==> src/hdl/mrd_pkg.sv <==
package mrd_pkg;

    // Width of every result field that carries a count or a position
    localparam int unsigned FIELD_W = 17;

    // Mode register codes
    typedef enum logic [1:0] {
        MODE_LENGTH = 2'd0,
        MODE_FIRST  = 2'd1,
        MODE_LAST   = 2'd2,
        MODE_UNUSED = 2'd3
    } mode_t;

    // One result request as it travels through the output buffer
    typedef struct packed {
        logic [FIELD_W-1:0] run_value;
        logic               has_value;
        logic               end_of_sequence;
        logic [FIELD_W-1:0] runs_found;
    } result_t;

endpackage

==> src/hdl/mrd_out_buffer.sv <==
module mrd_out_buffer
    import mrd_pkg::*;
(
    input  logic    clk,
    input  logic    rst_n,
    // upstream side
    input  logic    push_valid,
    input  result_t push_data,
    output logic    full,
    // downstream side
    output logic    result_valid,
    input  logic    result_stall,
    output result_t result_data
);

    logic    head_valid_reg;
    logic    head_valid_next;
    result_t head_reg;
    result_t head_next;
    logic    spare_valid_reg;
    logic    spare_valid_next;
    result_t spare_reg;
    result_t spare_next;
    logic    pop;

    assign pop          = head_valid_reg && !result_stall;
    assign full         = spare_valid_reg;
    assign result_valid = head_valid_reg;
    assign result_data  = head_reg;

    // Two-entry skid: head drives the port, spare catches a request during a stall
    always_comb
    begin
        head_valid_next  = head_valid_reg;
        head_next        = head_reg;
        spare_valid_next = spare_valid_reg;
        spare_next       = spare_reg;
        if (spare_valid_reg)
        begin
            // upstream is held off while spare is occupied
            if (pop)
            begin
                head_next        = spare_reg;
                spare_valid_next = 1'b0;
            end
        end
        else if (!head_valid_reg || pop)
        begin
            head_valid_next = push_valid;
            if (push_valid)
            begin
                head_next = push_data;
            end
        end
        else if (push_valid)
        begin
            spare_valid_next = 1'b1;
            spare_next       = push_data;
        end
    end

    always_ff @(posedge clk or negedge rst_n)
    begin
        if (!rst_n)
        begin
            head_valid_reg  <= 1'b0;
            spare_valid_reg <= 1'b0;
        end
        else
        begin
            head_valid_reg  <= head_valid_next;
            spare_valid_reg <= spare_valid_next;
        end
    end

    always_ff @(posedge clk)
    begin
        head_reg  <= head_next;
        spare_reg <= spare_next;
    end

endmodule

==> src/hdl/mask_run_detector_unit.sv <==
// Run detector over a stream of samples, nonzero counts as set.
// Throughput: one sample per cycle while the output buffer is not full; the sequence
// state and the result are both computed in the acceptance cycle, and a two-entry
// output buffer, which registers each result request, absorbs result stalls.
// Reset: asynchronous active low; mode returns to run lengths, all sequence state
// is cleared and the output buffer is emptied.
module mask_run_detector_unit
    import mrd_pkg::*;
#(
    parameter longint unsigned MAX_LENGTH = 65536
)
(
    input  logic                      clk,
    input  logic                      rst_n,
    // configuration
    input  logic                      cfg_we,
    input  logic [1:0]                cfg_data,
    // sample channel
    input  logic signed [63:0]        sample,
    input  logic                      is_last,
    input  logic                      sample_valid,
    output logic                      sample_stall,
    // result channel
    output logic [FIELD_W-1:0]        run_value,
    output logic                      has_value,
    output logic                      end_of_sequence,
    output logic [FIELD_W-1:0]        runs_found,
    output logic                      result_valid,
    input  logic                      result_stall
);

    // Counters hold the saturation bound itself and are never narrower than a field
    localparam int unsigned BOUND_W = $clog2(MAX_LENGTH + 64'd1);
    localparam int unsigned CNT_W   = (BOUND_W > FIELD_W) ? BOUND_W : FIELD_W;
    localparam logic [CNT_W-1:0] BOUND = CNT_W'(MAX_LENGTH);

    function automatic logic [CNT_W-1:0] sat_inc(input logic [CNT_W-1:0] v);
        return (v >= BOUND) ? BOUND : v + CNT_W'(1);
    endfunction

    mode_t            mode_reg;
    logic             in_run_reg;
    logic             in_run_next;
    logic [CNT_W-1:0] elem_idx_reg;
    logic [CNT_W-1:0] elem_idx_next;
    logic [CNT_W-1:0] run_len_reg;
    logic [CNT_W-1:0] run_len_next;
    logic [CNT_W-1:0] end_pos_reg;
    logic [CNT_W-1:0] end_pos_next;
    logic [CNT_W-1:0] emit_cnt_reg;
    logic [CNT_W-1:0] emit_cnt_next;

    logic             accept;
    logic             is_set;
    logic [CNT_W-1:0] position;
    logic [CNT_W-1:0] emit_cnt_inc;
    logic             emit;
    logic [CNT_W-1:0] value;
    logic             push_valid;
    result_t          push_data;
    result_t          result_data;

    assign accept = sample_valid && !sample_stall;
    assign is_set = (sample != 64'sd0);
    assign position = sat_inc(elem_idx_reg);

    // Run tracking per mode
    always_comb
    begin
        in_run_next  = in_run_reg;
        run_len_next = run_len_reg;
        end_pos_next = end_pos_reg;
        emit         = 1'b0;
        value        = '0;
        unique case (mode_reg)
            MODE_LENGTH:
            begin
                if (is_set)
                begin
                    run_len_next = in_run_reg ? sat_inc(run_len_reg) : CNT_W'(1);
                    in_run_next  = 1'b1;
                    emit         = is_last;
                    value        = run_len_next;
                end
                else if (in_run_reg)
                begin
                    in_run_next = 1'b0;
                    emit        = 1'b1;
                    value       = run_len_reg;
                end
            end
            MODE_FIRST:
            begin
                in_run_next = is_set;
                if (is_set && !in_run_reg)
                begin
                    emit  = 1'b1;
                    value = position;
                end
            end
            MODE_LAST:
            begin
                if (is_set)
                begin
                    end_pos_next = position;
                    in_run_next  = 1'b1;
                    emit         = is_last;
                    value        = position;
                end
                else if (in_run_reg)
                begin
                    in_run_next = 1'b0;
                    emit        = 1'b1;
                    value       = end_pos_reg;
                end
            end
            default:
            begin
                // unused mode: state holds, index still advances
            end
        endcase
    end

    assign emit_cnt_inc = emit ? sat_inc(emit_cnt_reg) : emit_cnt_reg;

    // End of sequence clears everything after the result is formed
    always_comb
    begin
        if (is_last)
        begin
            elem_idx_next = '0;
            emit_cnt_next = '0;
        end
        else
        begin
            elem_idx_next = position;
            emit_cnt_next = emit_cnt_inc;
        end
    end

    // Result request
    assign push_valid                = accept && (emit || is_last);
    assign push_data.run_value       = emit ? value[FIELD_W-1:0] : '0;
    assign push_data.has_value       = emit;
    assign push_data.end_of_sequence = is_last;
    assign push_data.runs_found      = emit_cnt_inc[FIELD_W-1:0];

    // Mode register
    always_ff @(posedge clk or negedge rst_n)
    begin
        if (!rst_n)
        begin
            mode_reg <= MODE_LENGTH;
        end
        else if (cfg_we)
        begin
            mode_reg <= mode_t'(cfg_data);
        end
    end

    // Sequence state
    always_ff @(posedge clk or negedge rst_n)
    begin
        if (!rst_n)
        begin
            in_run_reg   <= 1'b0;
            elem_idx_reg <= '0;
            run_len_reg  <= '0;
            end_pos_reg  <= '0;
            emit_cnt_reg <= '0;
        end
        else if (accept)
        begin
            in_run_reg   <= is_last ? 1'b0 : in_run_next;
            elem_idx_reg <= elem_idx_next;
            run_len_reg  <= is_last ? '0 : run_len_next;
            end_pos_reg  <= is_last ? '0 : end_pos_next;
            emit_cnt_reg <= emit_cnt_next;
        end
    end

    // Output buffer
    mrd_out_buffer u_out_buffer (
        .clk          (clk),
        .rst_n        (rst_n),
        .push_valid   (push_valid),
        .push_data    (push_data),
        .full         (sample_stall),
        .result_valid (result_valid),
        .result_stall (result_stall),
        .result_data  (result_data)
    );

    assign run_value       = result_data.run_value;
    assign has_value       = result_data.has_value;
    assign end_of_sequence = result_data.end_of_sequence;
    assign runs_found      = result_data.runs_found;

endmodule

==> config.mk <==
export PLATFORM = sky130hd
export DESIGN_NAME = mask_run_detector_unit
export DESIGN_NICKNAME = d
export VERILOG_FILES = /design/src/hdl/mrd_pkg.sv /design/src/hdl/mrd_out_buffer.sv /design/src/hdl/mask_run_detector_unit.sv
export SDC_FILE = /design/constraint.sdc
export NUM_CORES = 1
export LEC_CHECK = 0
export ABC_AREA = 0
export BUFFER_PORTS_ARGS = -buffer_cell sky130_fd_sc_hd__buf_4
export CAP_MARGIN = 10
export CORE_ASPECT_RATIO = 1.25
export CORE_UTILIZATION = 51
export DETAILED_ROUTE_END_ITERATION = 7
export PLACE_DENSITY = 0.86
export SYNTH_ARGS = -nofsm -noshare
export SYNTH_HDL_FRONTEND = slang
export SYNTH_SLANG_ARGS = --single-unit
==> constraint.sdc <==
create_clock -name clk -period 4.8 [get_ports clk]
set_input_delay 0.48 -clock clk [delete_from_list [all_inputs] [get_ports clk]]
set_output_delay 0.48 -clock clk [all_outputs]
set_load 0.02 [all_outputs]
Yosys cells after proc, flatten, opt, wreduce, memory -nomap -nowiden
Cells that the tools add are included.
W data, S select, Z words.

operators by class
  $add $sub $neg = 3
  multiply operators = 0
  div/mod/pow operators = 0
  order comparisons = 3
  eq/ne operators = 3
  shifts and indexed selects = 0
  multiplexer cells = 35
  bitwise logic cells = 2
  reductions and logical operators = 25

operators by type and width
  operator                 number
  $mux W17                 19
  $mux W36                 4
  $reduce_bool A64 Y1      1
  $add A17 B1 Y17 const B  3
  $ge A17 B17 Y1 const B   3
  $pmux W17 S3             1
  $reduce_and A3 Y1        4
  $reduce_bool A2 Y1       5
  $mux W1                  9
  $logic_and A1 B1 Y1      4
  $logic_not A1 Y1         4
  $pmux W1 S2              2
  $reduce_and A2 Y1        2
  $reduce_bool A3 Y1       1
  $eq A2 B1 Y1 const B     1
  $eq A2 B2 Y1 const B     1
  $logic_not A2 Y1         1
  $logic_or A1 B1 Y1       2
  $ne A2 B2 Y1 const B     1
  $not A1 Y1               2
  $reduce_or A2 Y1         1

storage, ports and cells
  flip-flop bits (word level) = 145
  bits in latches = 0
  bits in writable memories = 0
  ROM bits = 0
  input bits = 72
  output and inout bits = 38
  word-level logic and storage cells = 87
  memories kept = 0

Longest topological paths before layout
  word-level depth = 9
  gate-level depth with buffers = 10
  mapped depth without buffers = 8

By module
Synthesis repeated with hierarchy kept, for this count alone.

unflattened totals
  cells, all modules = 779
  area, all modules = 7853.8 µm²

modules (own cells, without submodules)
  module                  instances  cells each  area an instance (µm²)  sequential area each (µm²)
  mask_run_detector_unit  1          655         5136.2                  1776.7
  mrd_out_buffer          1          124         2717.6                  2212.1

Least setup slack after synthesis
OpenSTA, ideal clock, no wires.

  path type = input-to-reg
  start point = in sample[10]
  end point = reg u_out_buffer.head_reg, in the netlist u_out_buffer.result_data[0], enable pin
  setup time = 0.485 ns
  arrival = 4.697 ns
  required time = 4.315 ns
  slack = -0.381 ns
  cell stages on the path = 8
  path buffers = 1
  path through = nor4_1 -> nand4_1 -> nor4_4 -> clkbuf_1 -> mux2i_1 -> nand2_1 -> nand2_1 -> a21boi_0

on the way
  word-level cells in the longest chain between the ends = 8
  elaborated cells on any way between the ends = 9
  those cells by class = 3 x mux; 6 x reduce/logical

RTL lines
  item                                   RTL line                       source
  from (decl)                            mask_run_detector_unit.sv:19   input logic signed [63:0] sample,
  $reduce_bool A64 Y1 *                  mask_run_detector_unit.sv:64   assign is_set = (sample != 64'sd0);
  $logic_and A1 B1 Y1                    mask_run_detector_unit.sv:95   if (is_set && !in_run_reg)
  $mux W1                                mask_run_detector_unit.sv:95
  $pmux W1 S2 *                          mask_run_detector_unit.sv:75   unique case (mode_reg)
  $logic_or A1 B1 Y1 *                   mask_run_detector_unit.sv:142  assign push_valid = accept && (emit || is_last);
  $logic_and A1 B1 Y1 *                  mask_run_detector_unit.sv:142
  $reduce_bool A2 Y1 (no source line) *  -
  $reduce_and A3 Y1 (no source line) *   -
  to (signal assigned)                   mrd_out_buffer.sv:78           head_reg <= head_next;
  to (decl)                              mrd_out_buffer.sv:18           result_t head_reg;

Every way passes the cells marked *; elsewhere a longest branch is shown, timed or not.
A chain may end at the register's enable or synchronous reset.

Worst setup path in the final report
  start point = reg mode_reg[1]
  end point = reg u_out_buffer.head_reg, in the netlist u_out_buffer.result_data[6], enable pin

on the way
  word-level cells in the longest chain between the ends = 7
  elaborated cells on any way between the ends = 9
  those cells by class = 2 x eq/ne; 1 x mux; 6 x reduce/logical

RTL lines
  item                                              RTL line                       source
  from (decl)                                       mask_run_detector_unit.sv:41   mode_t mode_reg;
  from (signal assigned)                            mask_run_detector_unit.sv:157  mode_reg <= mode_t'(cfg_data);
  $eq A2 B2 Y1 or $logic_not A2 Y1 (tied branches)  mask_run_detector_unit.sv:75
  $reduce_or A2 Y1 (no source line)                 -
  $pmux W1 S2 *                                     mask_run_detector_unit.sv:75
  $logic_or A1 B1 Y1 *                              mask_run_detector_unit.sv:142
  $logic_and A1 B1 Y1 *                             mask_run_detector_unit.sv:142
  $reduce_bool A2 Y1 (no source line) *             -
  $reduce_and A3 Y1 (no source line) *              -

Marked as above.

==> run_results.csv <==
group,metric,value,unit
global_routing,grt_usage,27.91,%
finish,final_util,62.54,%
sta,rsz0062_at_grt,"false",
sta,tightest_slew,1.109,ns
global_routing,grt_pass1_vias,6601,
placement,globalplace.congestion,0.9211,
worst_setup_path,critical_path_required,4.91,ns
outcome,outcome,"completed",
finish,n_antenna_cell,0,
route,detail_route.iter0.violations,880,
sta,drv_slew,0,
global_routing,antenna_found_initial,0,
finish,drive_gt1_share,21.12,%
route,drt-pass1-iter-count,7,
finish,syn2layout_area_growth,20.36,%
global_routing,overflow,0,
power_and_ir_drop,powerDensity,461.8,nW/µm²
cts,ctsHtreeMaxLevel,4,
synthesis,synth-seq-area-share,51.34,%
route,ant_nets,0,
cts,root_buffer,"clkbuf_16",
cts,cts_hold_buf,0,
sta,finClkSkew,0.01040,ns
sta,finalCriticalPeriod,3.227,ns
finish,layout_common_cells,"124 x buf_4, 92 x nand2_1, 73 x dfrtp_1",
cts,clockBufferDepth,2,
cts,ctsResizeCount,0,
sta,hold_viol_final,0,
route,wl_per_cell,19.75,µm
power_and_ir_drop,peakVddDrop,191.8,µV
synthesis,synth_edf_count,72,
synthesis,synthFlopType,"dfrtp_1",
global_routing,grt_pass1_wl,33840,µm
global_routing,grt_max_degree,74,
cts,cts-buffers-inserted,17,
sta,slew-limit-headroom,25.79,%
cts,clk_pin_slew_worst_paths,0.06,ns
finish,final_common_cell,"buf_4",
placement,hpwl,14480,µm
cts,clock_sinks,145,
finish,register_area,3989,µm²
floorplan,fp-row-count,50,
route,num_vias,6927,
cts,cts_setup_buffers,0,
worst_setup_path,critPathCaptureType,"register",
synthesis,syn_area,7769,µm²
sta,setup_viol,0,
floorplan,start_util,51.96,%
worst_setup_path,cp.arrival,3.33,ns
flow_run,max-cap-violations,0,
synthesis,syn_avg_cell_area,9.834,µm²
cts,tritoncts,"yes",
worst_setup_path,path_max_fanout,20,
worst_hold_path,hp-class,"in -> async",
route,post_drt_via_cell_ratio,6.462,
synthesis,netlist_instances,790,
finish,multi_input_area,3515,µm²
route,totalWireLength,21180,µm
worst_setup_path,reg2reg_depth,7,
synthesis,ys_types,53,
sta,tns,0,ns
synthesis,async_flop_share,50.34,%
synthesis,synth_warnings,0,
finish,n_fill_cell,1197,
power_and_ir_drop,leakagePower,0.003664,µW
floorplan,dieArea,15730,µm²
synthesis,syn-num-nets,868,
floorplan,io_pins,110,
floorplan,fp.dieW,112.4,µm
worst_setup_path,path_class,"reg -> reg",
sta,period_share,67.23,%
worst_setup_path,reg2reg_slack,1.57,ns
floorplan,core_area,14950,µm²
finish,fin_nets,955,
cts,clk_latency,0.43,ns
placement,io_buffers,109,
worst_setup_path,r2r_end,"u_out_buffer.result_data[6]",
route,drc,0,
worst_setup_path,critPathLaunchType,"register",
floorplan,chipHeight,140.0,µm
worst_setup_path,rr_startpoint,"mode_reg[1]",
sta,max_freq,309.9,MHz
synthesis,ys_ff_latch,145,
-- report_power, final --
part	internal, µW	switching (µW)
registers	1580	178
clock network	891	498
logic	446	726
-- worst max-delay path by stage --
stage                                         endpoint  cells after the start         from
after CTS                 u_out_buffer.result_data[10]                     10   sample[10]
after floorplan            u_out_buffer.result_data[0]                      8   sample[10]
after global placement     u_out_buffer.result_data[2]                     10   sample[10]
after detailed placement   u_out_buffer.result_data[2]                     10   sample[10]
final                      u_out_buffer.result_data[6]                      7  mode_reg[1]
after global routing        u_out_buffer.spare_reg[10]                      9   sample[10]
-- cell usage after synthesis (15+ instances only) --
cell type  instances  area [µm²]
nand2_1           92       345.3
dfrtp_1           73        1827
edfxtp_1          72        2162
nor2_1            72       270.3
o21ai_0           67       335.3
clkbuf_1          46       172.7
mux2_2            28       315.3
o31ai_1           28       210.2
a21oi_1           22       110.1
a22oi_1           22       165.2
nand4_1           21       131.4
nand3_1           19       95.09
nor4_1            19       118.9
inv_1             18       67.56
a22o_1            16       140.1
and3_1            15       93.84
-- cell type report --
cell class	count	area share, %
inverters	18	0.7226
flip-flops and latches	145	42.66
multi-input cells	571	37.59
well taps	182	2.435
repair buffers	124	9.956
clock buffers	21	4.924
clock inverters	11	1.713
-- through the flow --
stage | setup slack (ns) | instances | hold slack [ns] | cell area [µm²] | total power, µW
6_report | 1.573 | 1072 | 0.2186 | 9350 | 4318
5_1_grt | 1.443 | 1072 | 0.2704 | 9350 | 4491
4_1_cts | 1.562 | 1072 | 0.2426 | 9350 | 4323
3_5_place_dp | 1.145 | 1040 | 0.5027 | 8730 | 2931
3_3_place_gp | 1.270 | 1040 | 0.4882 | 8730 | 2891
2_1_floorplan | 0.5699 | 790 | 0.1844 | 7769 | 2474
-- logic make-up (layout without fill, tap and decap cells) --
| group | Yosys count | after routing | synth area share (%) |
|---|---|---|---|
| multiplexers | 32 | 32 | 4.574 |
| XOR/XNOR | 18 | 18 | 2.029 |
| AO/OA/AOI/OAI | 221 | 221 | 19.00 |
| buffers and inverters | 74 | 174 | 3.688 |
| AND/OR/NAND/NOR | 294 | 294 | 18.39 |
| flip-flops | 145 | 145 | 51.34 |
| adder cells (fa/ha/maj) | 6 | 6 | 0.9663 |
-- worst max-delay path, stage by stage (launching register included) --
cell	delay (ns)
dfrtp_1	0.57
nor3b_1	0.73
mux2i_1	0.18
buf_4	0.20
nand2_1	0.09
nand2_1	0.16
a21boi_4	0.56
buf_4	0.39
-- routing by layer --
| layer | up-vias | share of wire [%] | global-route usage, % |
|---|---|---|---|
| met2 | 408 | 51 | 47.76 |
| met4 | 0 | 3.8 | 14.60 |
| met1 | 3301 | 37 | 32.75 |
| met5 | - | 0 | 0 |
| met3 | 72 | 8.2 | 6.318 |
| li1 | 3146 | - | - |
Power figures use the tool's default switching activity.
